===== config.mk =====
export PLATFORM = sky130hd
export DESIGN_NAME = mux_seven_segment_text_display
export DESIGN_NICKNAME = d
export VERILOG_FILES = /design/src/rtl/mssd_pkg.sv /design/src/rtl/mux_seven_segment_text_display.sv /design/src/rtl/mssd_engine.sv /design/src/rtl/mssd_out_buf.sv
export SDC_FILE = /design/constraint.sdc
export NUM_CORES = 1
export LEC_CHECK = 0
export BUFFER_PORTS_ARGS = -buffer_cell sky130_fd_sc_hd__buf_2
export CAP_MARGIN = 40
export CELL_PAD_IN_SITES_DETAIL_PLACEMENT = 1
export CELL_PAD_IN_SITES_GLOBAL_PLACEMENT = 2
export CORE_UTILIZATION = 42
export DETAILED_ROUTE_END_ITERATION = 10
export PLACE_DENSITY = 0.95
export SLEW_MARGIN = 10
export SYNTH_ARGS = -nofsm -noshare
export SYNTH_HDL_FRONTEND = slang
export SYNTH_SLANG_ARGS = --single-unit
export TNS_END_PERCENT = 30

===== constraint.sdc =====
create_clock -name clock -period 4.6 [get_ports clock]
set_input_delay 0.92 -clock clock [delete_from_list [all_inputs] [get_ports clock]]
set_output_delay 0.92 -clock clock [all_outputs]
set_load 0.01 [all_outputs]

===== src/rtl/mssd_pkg.sv =====
// Types, constants and the ASCII font of the seven-segment text display.
// No dependencies.
`timescale 1ns / 1ps
`default_nettype none

package mssd_pkg;

   localparam int SEG_W        = 8;
   localparam int DIGIT_LINE_W = 4;
   localparam int CHAR_W       = 8;

   localparam logic [SEG_W-1:0]        SEG_MASK   = 8'hFF;
   localparam logic [SEG_W-1:0]        POINT_BIT  = 8'h80;
   localparam logic [CHAR_W-1:0]       DOT_CODE   = 8'h2E;
   localparam logic [DIGIT_LINE_W-1:0] DIGIT_IDLE = 4'hF;

   // What one input item asks for
   typedef enum logic [2:0] {
      ACT_TICK    = 3'd0,
      ACT_CHAR    = 3'd1,
      ACT_ENABLE  = 3'd2,
      ACT_DISABLE = 3'd3,
      ACT_CLEAR   = 3'd4
   } action_type;

   typedef struct packed {
      logic [2:0]        action;
      logic [CHAR_W-1:0] char_code;
      logic              first_char;
      logic              last_char;
      logic              wake_flag;
   } req_type;

   typedef struct packed {
      logic                    pins_driven;
      logic [DIGIT_LINE_W-1:0] digit_lines;
      logic [SEG_W-1:0]        segment_lines;
   } rsp_type;

   // ASCII font, segments a..g in bits 0..6; anything not listed is blank
   function automatic logic [SEG_W-1:0] glyph(input logic [CHAR_W-1:0] code);
      logic [SEG_W-1:0] seg;
      seg = '0;
      case (code)
         8'h2D: seg = 8'h40;  // -
         8'h2E: seg = 8'h80;  // .
         8'h30: seg = 8'h3F;
         8'h31: seg = 8'h06;
         8'h32: seg = 8'h5B;
         8'h33: seg = 8'h4F;
         8'h34: seg = 8'h66;
         8'h35: seg = 8'h6D;
         8'h36: seg = 8'h7D;
         8'h37: seg = 8'h07;
         8'h38: seg = 8'h7F;
         8'h39: seg = 8'h6F;
         8'h41: seg = 8'h77;  // A
         8'h43: seg = 8'h39;  // C
         8'h45: seg = 8'h79;  // E
         8'h46: seg = 8'h71;  // F
         8'h47: seg = 8'h3D;  // G
         8'h48: seg = 8'h76;  // H
         8'h49: seg = 8'h06;  // I
         8'h4A: seg = 8'h0E;  // J
         8'h4C: seg = 8'h38;  // L
         8'h4F: seg = 8'h3F;  // O
         8'h50: seg = 8'h73;  // P
         8'h53: seg = 8'h6D;  // S
         8'h55: seg = 8'h3E;  // U
         8'h5F: seg = 8'h08;  // _
         8'h62: seg = 8'h7C;  // b
         8'h63: seg = 8'h58;  // c
         8'h64: seg = 8'h5E;  // d
         8'h67: seg = 8'h6F;  // g
         8'h68: seg = 8'h74;  // h
         8'h6E: seg = 8'h54;  // n
         8'h6F: seg = 8'h5C;  // o
         8'h70: seg = 8'h73;  // p
         8'h71: seg = 8'h67;  // q
         8'h72: seg = 8'h50;  // r
         8'h74: seg = 8'h78;  // t
         8'h75: seg = 8'h1C;  // u
         8'h79: seg = 8'h6E;  // y
         default: seg = '0;
      endcase
      return seg;
   endfunction

endpackage

`default_nettype wire


===== src/rtl/mux_seven_segment_text_display.sv =====
// Top level of the multiplexed seven-segment text display driver.
// Depends on mssd_pkg, mssd_engine and mssd_out_buf.
//
//   channel | dir | tdata (low bit up)                         | side band
//   req     | in  | char_code[7:0] first_char[8] wake_flag[9]   | tuser action, tlast last_char
//   rsp     | out | pins_driven[0] digit_lines[4:1] seg[12:5]   | none
//
// One item per cycle while rsp_tready is high; results are offered from the output register.
// The path is input register, state update logic, then the output register.
// Reset clears the text, the scan and the pins (digits high, segments low).
// A two-entry output buffer absorbs a stall; req_tready drops once both entries
// and the input register hold items.
`timescale 1ns / 1ps
`default_nettype none

module mux_seven_segment_text_display #(
   parameter int DIGIT_COUNT = 4
) (
   input  wire         clock,
   input  wire         reset,
   input  wire         req_tvalid,
   output logic        req_tready,
   input  wire  [15:0] req_tdata,   // char_code[7:0], first_char[8], wake_flag[9]
   input  wire  [2:0]  req_tuser,   // action[2:0]
   input  wire         req_tlast,   // last_char
   output logic        rsp_tvalid,
   input  wire         rsp_tready,
   output logic [15:0] rsp_tdata    // pins_driven[0], digit_lines[4:1], segment_lines[12:5]
);
   import mssd_pkg::*;

   logic    in_valid_ff, in_valid_in;
   req_type in_item_ff, in_item_in;
   logic    buf_ready;
   logic    fire;
   rsp_type result;
   rsp_type rsp_item;

   assign fire       = in_valid_ff && buf_ready;
   assign req_tready = !in_valid_ff || buf_ready;

   // Input register
   always_comb begin
      in_valid_in = in_valid_ff;
      in_item_in  = in_item_ff;
      if (req_tvalid && req_tready) begin
         in_valid_in           = 1'b1;
         in_item_in.action     = req_tuser;
         in_item_in.char_code  = req_tdata[7:0];
         in_item_in.first_char = req_tdata[8];
         in_item_in.wake_flag  = req_tdata[9];
         in_item_in.last_char  = req_tlast;
      end else if (fire) begin
         in_valid_in = 1'b0;
      end
   end

   always_ff @(posedge clock) begin
      if (reset) begin
         in_valid_ff <= 1'b0;
      end else begin
         in_valid_ff <= in_valid_in;
      end
      in_item_ff <= in_item_in;
   end

   mssd_engine #(
      .DIGIT_COUNT (DIGIT_COUNT)
   ) u_engine (
      .clock     (clock),
      .reset     (reset),
      .item_fire (fire),
      .item      (in_item_ff),
      .result    (result)
   );

   mssd_out_buf u_out_buf (
      .clock      (clock),
      .reset      (reset),
      .push_valid (in_valid_ff),
      .push_ready (buf_ready),
      .push_data  (result),
      .pop_valid  (rsp_tvalid),
      .pop_ready  (rsp_tready),
      .pop_data   (rsp_item)
   );

   assign rsp_tdata = {3'b000, rsp_item.segment_lines, rsp_item.digit_lines,
                       rsp_item.pins_driven};

endmodule

`default_nettype wire


===== src/rtl/mssd_engine.sv =====
// Display state (segment buffer, scan, text cursor, pin hold) and its update
// for one item per cycle while item_fire is high. Depends on mssd_pkg.
`timescale 1ns / 1ps
`default_nettype none

module mssd_engine #(
   parameter int DIGIT_COUNT = 4
) (
   input  wire               clock,
   input  wire               reset,
   input  wire               item_fire,
   input  mssd_pkg::req_type item,
   output mssd_pkg::rsp_type result
);
   import mssd_pkg::*;

   localparam int SCAN_W = $clog2(DIGIT_COUNT);
   localparam int WP_W   = $clog2(DIGIT_COUNT + 1);

   logic [SEG_W-1:0]        buf_ff [DIGIT_COUNT];
   logic [SEG_W-1:0]        buf_in [DIGIT_COUNT];
   logic [SCAN_W-1:0]       scan_ff, scan_in;
   logic                    on_ff, on_in;
   logic [WP_W-1:0]         wp_ff, wp_in;
   logic                    full_ff, full_in;
   logic [DIGIT_LINE_W-1:0] digit_ff, digit_in;
   logic [SEG_W-1:0]        seg_ff, seg_in;
   logic                    driven_ff, driven_in;

   // Update for the current item
   always_comb begin
      action_type       act;
      logic             clear_all;
      logic             is_char;
      logic [WP_W-1:0]  eff_wp;
      logic             eff_full;
      logic             do_point;
      logic             do_glyph;
      logic             room;
      logic             wake_pt;
      logic [SEG_W-1:0] pattern;
      logic [2:0]       idx3;

      act       = action_type'(item.action);
      is_char   = (act == ACT_CHAR);
      clear_all = (is_char && item.first_char) || (act == ACT_CLEAR) ||
                  (act == ACT_DISABLE && on_ff);

      // A first character restarts the text
      eff_wp   = (is_char && item.first_char) ? '0 : wp_ff;
      eff_full = (is_char && item.first_char) ? 1'b0 : full_ff;
      room     = (eff_wp < WP_W'(DIGIT_COUNT));
      do_point = is_char && !eff_full && (eff_wp != '0) && (item.char_code == DOT_CODE);
      do_glyph = is_char && !eff_full && !do_point && room;
      wake_pt  = is_char && item.last_char && item.wake_flag;
      pattern  = glyph(item.char_code);

      for (int k = 0; k < DIGIT_COUNT; k++) begin
         buf_in[k] = clear_all ? '0 : buf_ff[k];
         if (do_glyph && eff_wp == WP_W'(k)) begin
            buf_in[k] = pattern;
         end
         if (do_point && eff_wp == WP_W'(k + 1)) begin
            buf_in[k] = buf_in[k] | POINT_BIT;
         end
         if (wake_pt && k == DIGIT_COUNT - 1) begin
            buf_in[k] = buf_in[k] | POINT_BIT;
         end
      end

      wp_in   = is_char ? (do_glyph ? eff_wp + 1'b1 : eff_wp) : wp_ff;
      full_in = is_char ? (eff_full || (!do_point && !room)) : full_ff;

      scan_in   = scan_ff;
      on_in     = on_ff;
      digit_in  = digit_ff;
      seg_in    = seg_ff;
      driven_in = driven_ff;
      idx3      = 3'(scan_ff);

      case (act)
         ACT_TICK: begin
            if (on_ff) begin
               for (int b = 0; b < DIGIT_LINE_W; b++) begin
                  digit_in[b] = (idx3 != 3'(b));
               end
               seg_in  = SEG_MASK & ~buf_ff[scan_ff];
               scan_in = (scan_ff == SCAN_W'(DIGIT_COUNT - 1)) ? '0 : scan_ff + 1'b1;
            end
         end
         ACT_ENABLE: begin
            if (!on_ff) begin
               digit_in  = DIGIT_IDLE;
               seg_in    = SEG_MASK;
               driven_in = 1'b1;
               on_in     = 1'b1;
            end
         end
         ACT_DISABLE: begin
            if (on_ff) begin
               digit_in  = DIGIT_IDLE;
               seg_in    = '0;
               driven_in = 1'b0;
               on_in     = 1'b0;
            end
         end
         default: begin
         end
      endcase
   end

   assign result.pins_driven   = driven_in;
   assign result.digit_lines   = digit_in;
   assign result.segment_lines = seg_in;

   // State registers
   always_ff @(posedge clock) begin
      if (reset) begin
         for (int k = 0; k < DIGIT_COUNT; k++) begin
            buf_ff[k] <= '0;
         end
         scan_ff   <= '0;
         on_ff     <= 1'b0;
         wp_ff     <= '0;
         full_ff   <= 1'b0;
         digit_ff  <= DIGIT_IDLE;
         seg_ff    <= '0;
         driven_ff <= 1'b0;
      end else if (item_fire) begin
         for (int k = 0; k < DIGIT_COUNT; k++) begin
            buf_ff[k] <= buf_in[k];
         end
         scan_ff   <= scan_in;
         on_ff     <= on_in;
         wp_ff     <= wp_in;
         full_ff   <= full_in;
         digit_ff  <= digit_in;
         seg_ff    <= seg_in;
         driven_ff <= driven_in;
      end
   end

endmodule

`default_nettype wire


===== src/rtl/mssd_out_buf.sv =====
// Two-entry result buffer: output register plus skid register.
// Depends on mssd_pkg.
`timescale 1ns / 1ps
`default_nettype none

module mssd_out_buf (
   input  wire               clock,
   input  wire               reset,
   input  wire               push_valid,
   output logic              push_ready,
   input  mssd_pkg::rsp_type push_data,
   output logic              pop_valid,
   input  wire               pop_ready,
   output mssd_pkg::rsp_type pop_data
);
   import mssd_pkg::*;

   logic    main_valid_ff, main_valid_in;
   logic    skid_valid_ff, skid_valid_in;
   rsp_type main_data_ff, main_data_in;
   rsp_type skid_data_ff, skid_data_in;

   // Fill and drain
   always_comb begin
      logic push;
      logic pop;
      push          = push_valid && !skid_valid_ff;
      pop           = main_valid_ff && pop_ready;
      main_valid_in = main_valid_ff;
      skid_valid_in = skid_valid_ff;
      main_data_in  = main_data_ff;
      skid_data_in  = skid_data_ff;
      if (skid_valid_ff) begin
         if (pop) begin
            main_data_in  = skid_data_ff;
            skid_valid_in = 1'b0;
         end
      end else if (push) begin
         if (!main_valid_ff || pop) begin
            main_data_in  = push_data;
            main_valid_in = 1'b1;
         end else begin
            skid_data_in  = push_data;
            skid_valid_in = 1'b1;
         end
      end else if (pop) begin
         main_valid_in = 1'b0;
      end
   end

   always_ff @(posedge clock) begin
      if (reset) begin
         main_valid_ff <= 1'b0;
         skid_valid_ff <= 1'b0;
      end else begin
         main_valid_ff <= main_valid_in;
         skid_valid_ff <= skid_valid_in;
      end
      main_data_ff <= main_data_in;
      skid_data_ff <= skid_data_in;
   end

   assign push_ready = !skid_valid_ff;
   assign pop_valid  = main_valid_ff;
   assign pop_data   = main_data_ff;

endmodule

`default_nettype wire


[Yosys cells after proc, flatten, opt, wreduce, memory -nomap -nowiden]
Memory sizes are Yosys's and may differ from the RTL's. A register that Yosys moved wholly into a read port is not among the register bits.
Index checks and enable logic that the tools add are counted.
Storage, ports and cells
  register bits: 63
  bits in writable memories: 32
  bits in read-only memories: 1024
  output and inout port bits: 18
  logic and storage cells: 150
  memories: 2
Memories
  (no name shown): depth 128, bits a word 8, read ports 1, clocked after Yosys merged registers in 1, wr ports 0, line mssd_pkg.sv:44  | case (code)
  u_engine.buf_ff: depth 4, bits a word 8, read ports 5, clocked after Yosys merged registers in 1, wr ports 4, line mssd_engine.sv:20  | logic [SEG_W-1:0] buf_ff [DIGIT_COUNT];
Cells by class
  $add $sub $neg: 2
  $lt $le $gt $ge: 1
  equal/unequal tests: 15
  mux-type cells: 55
  bitwise gates (word level): 7
  reduce and logical (&&, ||, !) cells: 47
Operators with widths (count)
  $mux 8: 21
  $mux 13: 4
  $pmux 8 s3: 1
  $logic_and 1x1->1: 21
  $mux 1: 17
  $eq 3x2->1 const B: 4
  $mux 4: 3
  $pmux 4 s3: 1
  $reduce_and 3->1: 4
  $reduce_bool 2->1: 6
  $eq 8x6->1 const B: 1
  $not 8->8: 1
  $mux 7: 1
  $eq 3x1->1 const B: 2
  $eq 3x3->1 const B: 2
  $logic_not 1->1: 6
  $logic_not 3->1: 2
  $mux 2: 3
  $mux 3: 2
  $ne 2x2->1 const B: 3
  $logic_or 1x1->1: 5
  $ne 2x1->1 const B: 2
  $or 1x1->1: 4
  $pmux 1 s2: 2
  other kinds (7): 9

[Longest topological paths before layout]
Gate-level depths: netlist of the first run.
  depth in word-level cells: 15
  depth in mapped cells: 14
  depth with buffers taken out: 10

[Hierarchy]
A second synthesis of the first run with hierarchy kept.
Unflattened totals
  cell total of the unflattened synthesis: 512
  area total of the unflattened synthesis: 5522.8 um^2
Modules (own cells, without submodules)
  mssd_engine: times used 1, cells each 434, area an instance 3913.8 um^2, seq. area each 1401.3 um^2
  mssd_out_buf: times used 1, cells each 54, area an instance 1099.8 um^2, seq. area each 820.8 um^2
  mux_seven_segment_text_display: times used 1, cells each 24, area an instance 509.2 um^2, seq. area each 440.4 um^2

[Worst setup path after synthesis of the first run]
OpenSTA, ideal clock, no wires.
  kind: input -> register
  from: input port req_tvalid
  to: register (tool-made name)
  library setup time: 0.141 ns
  arrival: 2.921 ns
  data required time: 4.459 ns
  setup slack: 1.538 ns
  stages: 12
  path buffers: 3
  path through: a21bo_1 buf_6 inv_6 buf_6 mux2i_1 inv_1 ha_1 clkbuf_1 o22ai_1 nand2_1 a211oi_1 o32ai_1
RTL lines
  start: declaration: line mux_seven_segment_text_display.sv:21  | input wire req_tvalid,

==> metrics, run 1 <==
status=finished clean; pin count of the biggest net entering global routing=27; global route overflow=0; setup slack, reg-to-reg=1430 ps; Critical Path RT=4880 ps; worst setup path category=input port to register; placed cell count=767; die area=0.01429 mm2; HPWL Detailed=10,890 um; Min-Delay Path Class=register to register; Worst Hold End=u_engine.seg_ff[6]; worst r2r src=in_item_ff[11]; CP Cell Sequence=buf_2 > a21bo_1 > inv_6 > mux2_2 > inv_2 > ha_1 > inv_1 > o311ai_0 > a32oi_1 > a21oi_1; die height=119.6 um; CTS Buf Count=9; core area=0.01335 mm2; Final Cycle Share=71.53%; residual DRC count=0; Yosys cell types=62; WL per Instance=18.77 um; Final Wtd Congestion=0.8949; sequential share of the synthesized area=48.63%; initial antenna violation count=0; Routed Antenna Nets=0; Final Hold Viols=0; worst min-delay path startpoint=u_engine.seg_ff[6]; Worst Path Arrival=3570 ps; delay-heaviest family, CP=compound AO/OA/AOI/OAI gates; critical path's slowest cell=ha_1; Routed WL=about 15,000 um; Tmin final=3290 ps; Synth async-reset ratio=0%; Reg2Reg Depth=8; placed cell area=0.006092 mm2; final instance area=between 0.006 and 0.007 mm2; Main synth FF type=edfxtp_1; post-layout util=47.68%; Clock transition at path regs=around 70 ps; diode count=0; Clock Sinks=105; post_cts resized=0; htree depth=3; R2R Path End=u_engine.buf_ff[2][6]; cell count after synthesis=between 500 and 600; Core Rows=42; Mean Syn Cell Area=9.990 um2; Clock Latency Late Sink=between 300 and 400 ps; max_slew headroom=42.49%; Crit. End Element=register; all-layer global routing usage=21.48%; CP max stage delay=~500 ps; clk root buf=clkbuf_16; Worst Skew=12.53 ps; Nets=roughly 640; Layout Cells excl Fill=just under 800; Max Fclk=303.9 MHz; drt first pass iters=4; share of cells above drive strength 1=15.49%; clock buffer depth=2; TritonCTS clock tree=done; cts hold-fix bufs=0; Starting Density=43.49%; Worst Path Max Fanout=15; # IOs=42; Die W=roughly 120 um; Worst Path Buf+Inv=4; via count=4,469; synth warn=0; RSZ-0062 raised after global routing=false; Peak VDD IR=0.1886 mV; Leak=2.336 nW; hold path depth=2; setup bufs post-CTS=0; Vias/cell=around 5.7; slew of the pin with the lowest slew margin=858.6 ps; Max Cap Violations=0; Crit path depth=10; final setup vio count=0; first-pass GRT wire length=23,950 um; number of global-route vias before repair=4,635; area grow syn2layout=9.657%; I/O Buffers=32; Initial DRC Count=332; startpoint types=input port; Pwr Density=328.3 mW/mm2; Yosys reg bits=105; EDFF count, synth=72; fillers=between 1.5k and 2k; mapped cell area=0.005804 mm2; Slew Limit Fails=0; setup TNS=0 ps
synthesized netlist by cell type (2+ instances only):
| master | count | area, um2 |
|---|---|---|
| nand2_1 | 71 | 266.5 |
| nand2b_1 | 9 | 56.30 |
| dfxtp_1 | 33 | 660.6 |
| a21o_1 | 11 | 82.58 |
| o221ai_1 | 2 | 17.52 |
| mux2_2 | 15 | 168.9 |
| nor3b_1 | 2 | 15.01 |
| a2111oi_0 | 2 | 17.52 |
| ha_1 | 15 | 187.7 |
| inv_1 | 22 | 82.58 |
| mux4_2 | 9 | 202.7 |
| and2_1 | 2 | 12.51 |
| nor2b_1 | 13 | 81.33 |
| a31oi_1 | 9 | 56.30 |
| a211oi_1 | 3 | 22.52 |
| a311oi_1 | 2 | 17.52 |
| nand3_1 | 17 | 85.08 |
| or4b_1 | 2 | 20.02 |
| clkbuf_1 | 20 | 75.07 |
| xor2_1 | 2 | 17.52 |
| buf_2 | 7 | 35.03 |
| a21oi_1 | 51 | 255.2 |
| buf_6 | 3 | 33.78 |
| o311ai_0 | 2 | 17.52 |
| o22ai_1 | 4 | 25.02 |
| o21ai_0 | 36 | 180.2 |
| buf_4 | 4 | 30.03 |
| a22oi_1 | 4 | 30.03 |
| edfxtp_1 | 72 | 2162 |
| o31ai_1 | 3 | 22.52 |
| nor3_1 | 12 | 60.06 |
| nor2_1 | 56 | 210.2 |
| mux2i_1 | 16 | 160.2 |
| o32ai_1 | 2 | 17.52 |
| and3_1 | 8 | 50.05 |
| a32oi_1 | 3 | 26.28 |
| o211ai_1 | 12 | 90.09 |
tightest hold or removal path, cell delays in order, from the launching register on:
cell and delay [ps]:
dfxtp_1 330, nand2_1 60, a21oi_1 60
layout make-up:
class                      instances  area, um2  share of cell area (%)
sequential                       105       2823                   44.35
inverter                          24      95.09                   1.494
clock buffer                      12      246.5                   3.873
tap                              176      220.2                   3.460
multi-input combinational        419       2716                   42.68
timing repair buffer              43      237.7                   3.735
clock inverter                     4      26.28                  0.4128
how the worst max path moves through the flow:
stage          slack (ps)                     to            from
3_5_place_dp         1020               register      req_tvalid
4_1_cts              1370  u_engine.buf_ff[1][6]  in_item_ff[11]
3_3_place_gp         1010               register      req_tvalid
2_1_floorplan        1540               register      req_tvalid
6_report             1310               register      req_tvalid
5_1_grt              1140  u_engine.buf_ff[2][6]  in_item_ff[11]
state kept, by name, summed over array words and instances, names as in the netlist, named ones only:
name / count
u_out_buf.pop_valid: 1
u_engine.scan_ff: 2
u_out_buf.pop_data: 13
u_out_buf.skid_valid_ff: 1
u_engine.digit_ff: 4
u_engine.wp_ff: 3
in_item_ff: 14
u_out_buf.skid_data_ff: 13
u_engine.buf_ff: 32
in_valid_ff: 1
u_engine.seg_ff: 8
u_engine.full_ff: 1
u_engine.on_ff: 1
u_engine.driven_ff: 1
report_power, final:
group / switching [W] / leakage [nW] / total [W] / internal [W]
Clock: 0.000331 / 0.135 / 0.000713 / 0.000383
Sequential: 0.0000296 / 0.975 / 0.00109 / 0.00106
Combinational: 0.000185 / 1.23 / 0.000287 / 0.000102
Total: 0.000545 / 2.34 / 0.00209 / 0.00154
stage by stage:
step	worst slack (ps)	hold WS, ps	total power (W)
6_report	1310	484.7	0.002090
5_1_grt	1136	501.6	0.002170
4_1_cts	1373	483.8	0.002105
3_5_place_dp	1024	474.4	0.001394
3_3_place_gp	1013	455.7	0.001378
2_1_floorplan	1538	449.3	0.001302
layout by cell type (no fill, tap or decap), types with 11 or more instances in the layout:
| master | instances |
|---|---|
| a21o_1 | 11 |
| a21oi_1 | 51 |
| buf_2 | 34 |
| dfxtp_1 | 33 |
| edfxtp_1 | 72 |
| ha_1 | 15 |
| inv_1 | 22 |
| mux2_2 | 15 |
| mux2i_1 | 16 |
| nand2_1 | 71 |
| nand3_1 | 17 |
| nor2_1 | 56 |
| nor2b_1 | 13 |
| nor3_1 | 12 |
| o211ai_1 | 12 |
| o21ai_0 | 36 |
kinds of logic (layout without fill, tap and decap cells):
group,count (synthesis),in the layout,synth area share [%]
compound gates,155,155,16.97
xor+xnor,3,3,0.4528
fa+ha+maj,15,15,3.233
buf+inv,59,83,4.699
flops,105,105,48.63
mux,41,41,9.549
other cells,1,3,0.06461
simple gates,202,202,16.40
metal layers:
layer / up-vias / GRT usage (%) / wire, um
met5: - / 0 / 0
met4: 0 / 10.08 / 348
met3: 22 / 2.709 / 410
met2: 94 / 39.05 / 7766
met1: 2195 / 24.96 / 6168
li1: 2158 / - / -
Power figures use the tool's default switching activity.
==> inputs of run 2 (changes only) <==
--- a/config.mk
+++ b/config.mk
@@ -5,13 +5,14 @@
 export SDC_FILE = /design/constraint.sdc
 export NUM_CORES = 1
 export LEC_CHECK = 0
+export ABC_AREA = 1
 export BUFFER_PORTS_ARGS = -buffer_cell sky130_fd_sc_hd__buf_2
 export CAP_MARGIN = 40
 export CELL_PAD_IN_SITES_DETAIL_PLACEMENT = 1
 export CELL_PAD_IN_SITES_GLOBAL_PLACEMENT = 2
-export CORE_UTILIZATION = 42
+export CORE_UTILIZATION = 37
 export DETAILED_ROUTE_END_ITERATION = 10
-export PLACE_DENSITY = 0.95
+export PLACE_DENSITY = 0.91
 export SLEW_MARGIN = 10
 export SYNTH_ARGS = -nofsm -noshare
 export SYNTH_HDL_FRONTEND = slang
==> constraint.sdc (replaced) <==
create_clock -name clock -period 3.4 [get_ports clock]
set_input_delay 0.68 -clock clock [delete_from_list [all_inputs] [get_ports clock]]
set_output_delay 0.68 -clock clock [all_outputs]
set_load 0.01 [all_outputs]
==> run 2 against run 1 <==
Net effect: design area shrank 3.2%; non-clock buffer count is 6 lower; via count increased by 0.29%; combinational power grew 14%; sequential power increased by 33%; global-route usage is 2.9 points lower; clock-buffer cell count is 2 lower; total power grew 37%; clock skew is 1.9 ps lower; clock power is 50% higher; sequential share of layout area up 1.5 points.
==> metrics, run 2 <==
drt first pass iters=4; post_cts resized=0; worst setup path category=register to register; Top reg by flops=u_engine.buf_ff; post-layout util=42.24%; Pwr Density=around 460 mW/mm2; post-route setup slack=about 560 ps; Max Cap Violations=0; clock buffer depth=2; I/O Buffers=32; Crit. End Element=register; internal power=0.002119 W; Flop pwr share=50.9%; Yosys reg bits=105; Routed WL=roughly 14,000 um; max_slew headroom=between 50% and 60%; Clock Latency Late Sink=360 ps; via count=between 4k and 5k; overall power=0.002854 W; HPWL Detailed=between 10,000 and 15,000 um; die height=124.4 um; Slew Limit Fails=0; synth warn=0; global route overflow=0; Mean Syn Cell Area=8.306 um2; mapped cell area=0.005540 mm2; Final Wtd Congestion=0.8955; clk root buf=clkbuf_16; Nets=738; residual DRC count=0; Final Hold Viols=0; share of cells above drive strength 1=roughly an eighth; Logic pwr share=between 10% and 20%; Vias/cell=slightly above 5; Routed Antenna Nets=0; TritonCTS clock tree=done; initial antenna violation count=0; Core Rows=44; max FFs per register=32; synth top area cells=edfxtp_1 39%, dfxtp_1 12%, nand2_1 12%, o21ai_0 5.7%, inv_1 5.3%; fillers=1,802; number of global-route vias before repair=4,821; Main synth FF type=edfxtp_1; Leak=2.629 nW; core area=0.01459 mm2; Worst Skew=10.65 ps; EDFF count, synth=72; Clock Sinks=105; Top Registers=u_engine.buf_ff: 32 flops, in_item_ff: 14 flops; sequential share of the synthesized area=50.95%; Critical Path RT=3380 ps; Max Fclk=351.9 MHz; Synth async-reset ratio=0%; Yosys top cell by area=edfxtp_1; setup bufs post-CTS=0; htree depth=3; Worst Path Arrival=2820 ps; post-place setup slack=about 600 ps; first-pass GRT wire length=23,120 um; Yosys top cell area share=39.02%; cts hold-fix bufs=0; WL per Instance=15.32 um; startpoint types=register; Clock transition at path regs=70 ps; final setup vio count=0; Final Cycle Share=83.58%; Sw Pwr=approximately 0.00073 W; worst hold slack=488.5 ps; most numerous cell in the Yosys netlist=nand2_1; Min-Delay Path Class=register to register; Clock power frac=between 30% and 40%; Yosys cell types=41; area grow syn2layout=11.22%; # IOs=42; RSZ-0062 raised after global routing=false; status=finished clean; cell count after synthesis=667; most frequent cells in the layout=171 x nand2_1, 78 x inv_1, 77 x nor2_1; most common cell after layout, fill and taps aside=nand2_1; setup TNS=0 ps; CTS Buf Count=9; Reg2Reg Depth=10; Die W=about 120 um; pin count of the biggest net entering global routing=23; Tmin final=roughly 2800 ps; die area=0.01547 mm2; commonest cells in the netlist=171 x nand2_1, 78 x inv_1, 77 x nor2_1, 72 x edfxtp_1, 63 x o21ai_0; Worst Path Max Fanout=9; diode count=0; Initial DRC Count=186; hold path depth=1; Switching Fraction=between 20% and 30%; Peak VDD IR=0.2394 mV; slew of the pin with the lowest slew margin=718.5 ps; all-layer global routing usage=~19%; Starting Density=37.98%
-- run 2: cell count changes in the layout (fill, tap and decap cells not counted), sizes merged, moves of 15 or more --
cell / before / now
nor2: 57 / 85
nand2: 73 / 186
a21oi: 53 / 23
mux2i: 17 / 0
nand3: 17 / 47
o21ai: 36 / 65
mux2: 15 / 0
inv: 25 / 89
-- run 2: layout make-up --
type                            count  area [um2]  share of cell area (%)
Clock buffer                       10       239.0                   3.878
Clock inverter                      6       65.06                   1.056
Inverter                           87       326.6                   5.299
Multi-Input combinational cell    459        2281                   37.02
Sequential cell                   105        2823                   45.81
Tap cell                          184       230.2                   3.736
Timing Repair Buffer               37       197.7                   3.208
-- run 2: critical path: stages, from the launching register on --
cell	delay (ps)
edfxtp_1	430
inv_1	140
nand4_1	250
inv_1	150
nor2_1	90
inv_1	110
ha_1	220
o211ai_2	150
inv_2	160
nand2_2	160
a21oi_1	600
-- run 2: through the flow --
stage / cells / instance area [um2]
after floorplan: 669 / 5548
after global placement: 871 / 5851
after detailed placement: 872 / 5858
after CTS: 888 / 6162
after global routing: 888 / 6162
final: 888 / 6162
-- run 2: power groups by stage --
stage	clock (W)	sequential, W	combinational (W)
after floorplan	0	0.00148	0.000233
after global placement	0	0.00148	0.000316
after detailed placement	0	0.00148	0.000328
after CTS	0.00109	0.00145	0.000329
after global routing	0.00114	0.00146	0.000369
final	0.00107	0.00145	0.000327
-- run 2: path summary, 6_finish.rpt --
path	slack, ps	start	endpoint
worst min register to register	490	u_engine.seg_ff[7]	u_engine.seg_ff[7]
worst min-delay path	490	u_engine.seg_ff[7]	u_engine.seg_ff[7]
worst max-delay path	560	in_item_ff[13]	u_engine.buf_ff[1][2]
worst max register to register	560	in_item_ff[13]	u_engine.buf_ff[1][2]
-- run 2: kinds of logic (layout without fill, tap and decap cells) --
kind of cell / Yosys count / count (layout) / synth area share, %
AOI/OAI and AO/OA: 116 / 116 / 11.90
DFF: 105 / 105 / 50.95
other: 1 / 3 / 0.06769
and+or+nand+nor: 325 / 325 / 25.68
adders and majority gates: 15 / 15 / 3.388
buffers and inverters: 105 / 140 / 8.017
-- run 2: routing by layer --
metal / vias to the layer above / track usage (%) / routed length [um]
met4: 0 / 7.512 / 317
met5: - / 0 / 0
li1: 2259 / - / -
met1: 2140 / 21.00 / 5989
met2: 58 / 34.35 / 7000
met3: 25 / 2.964 / 298
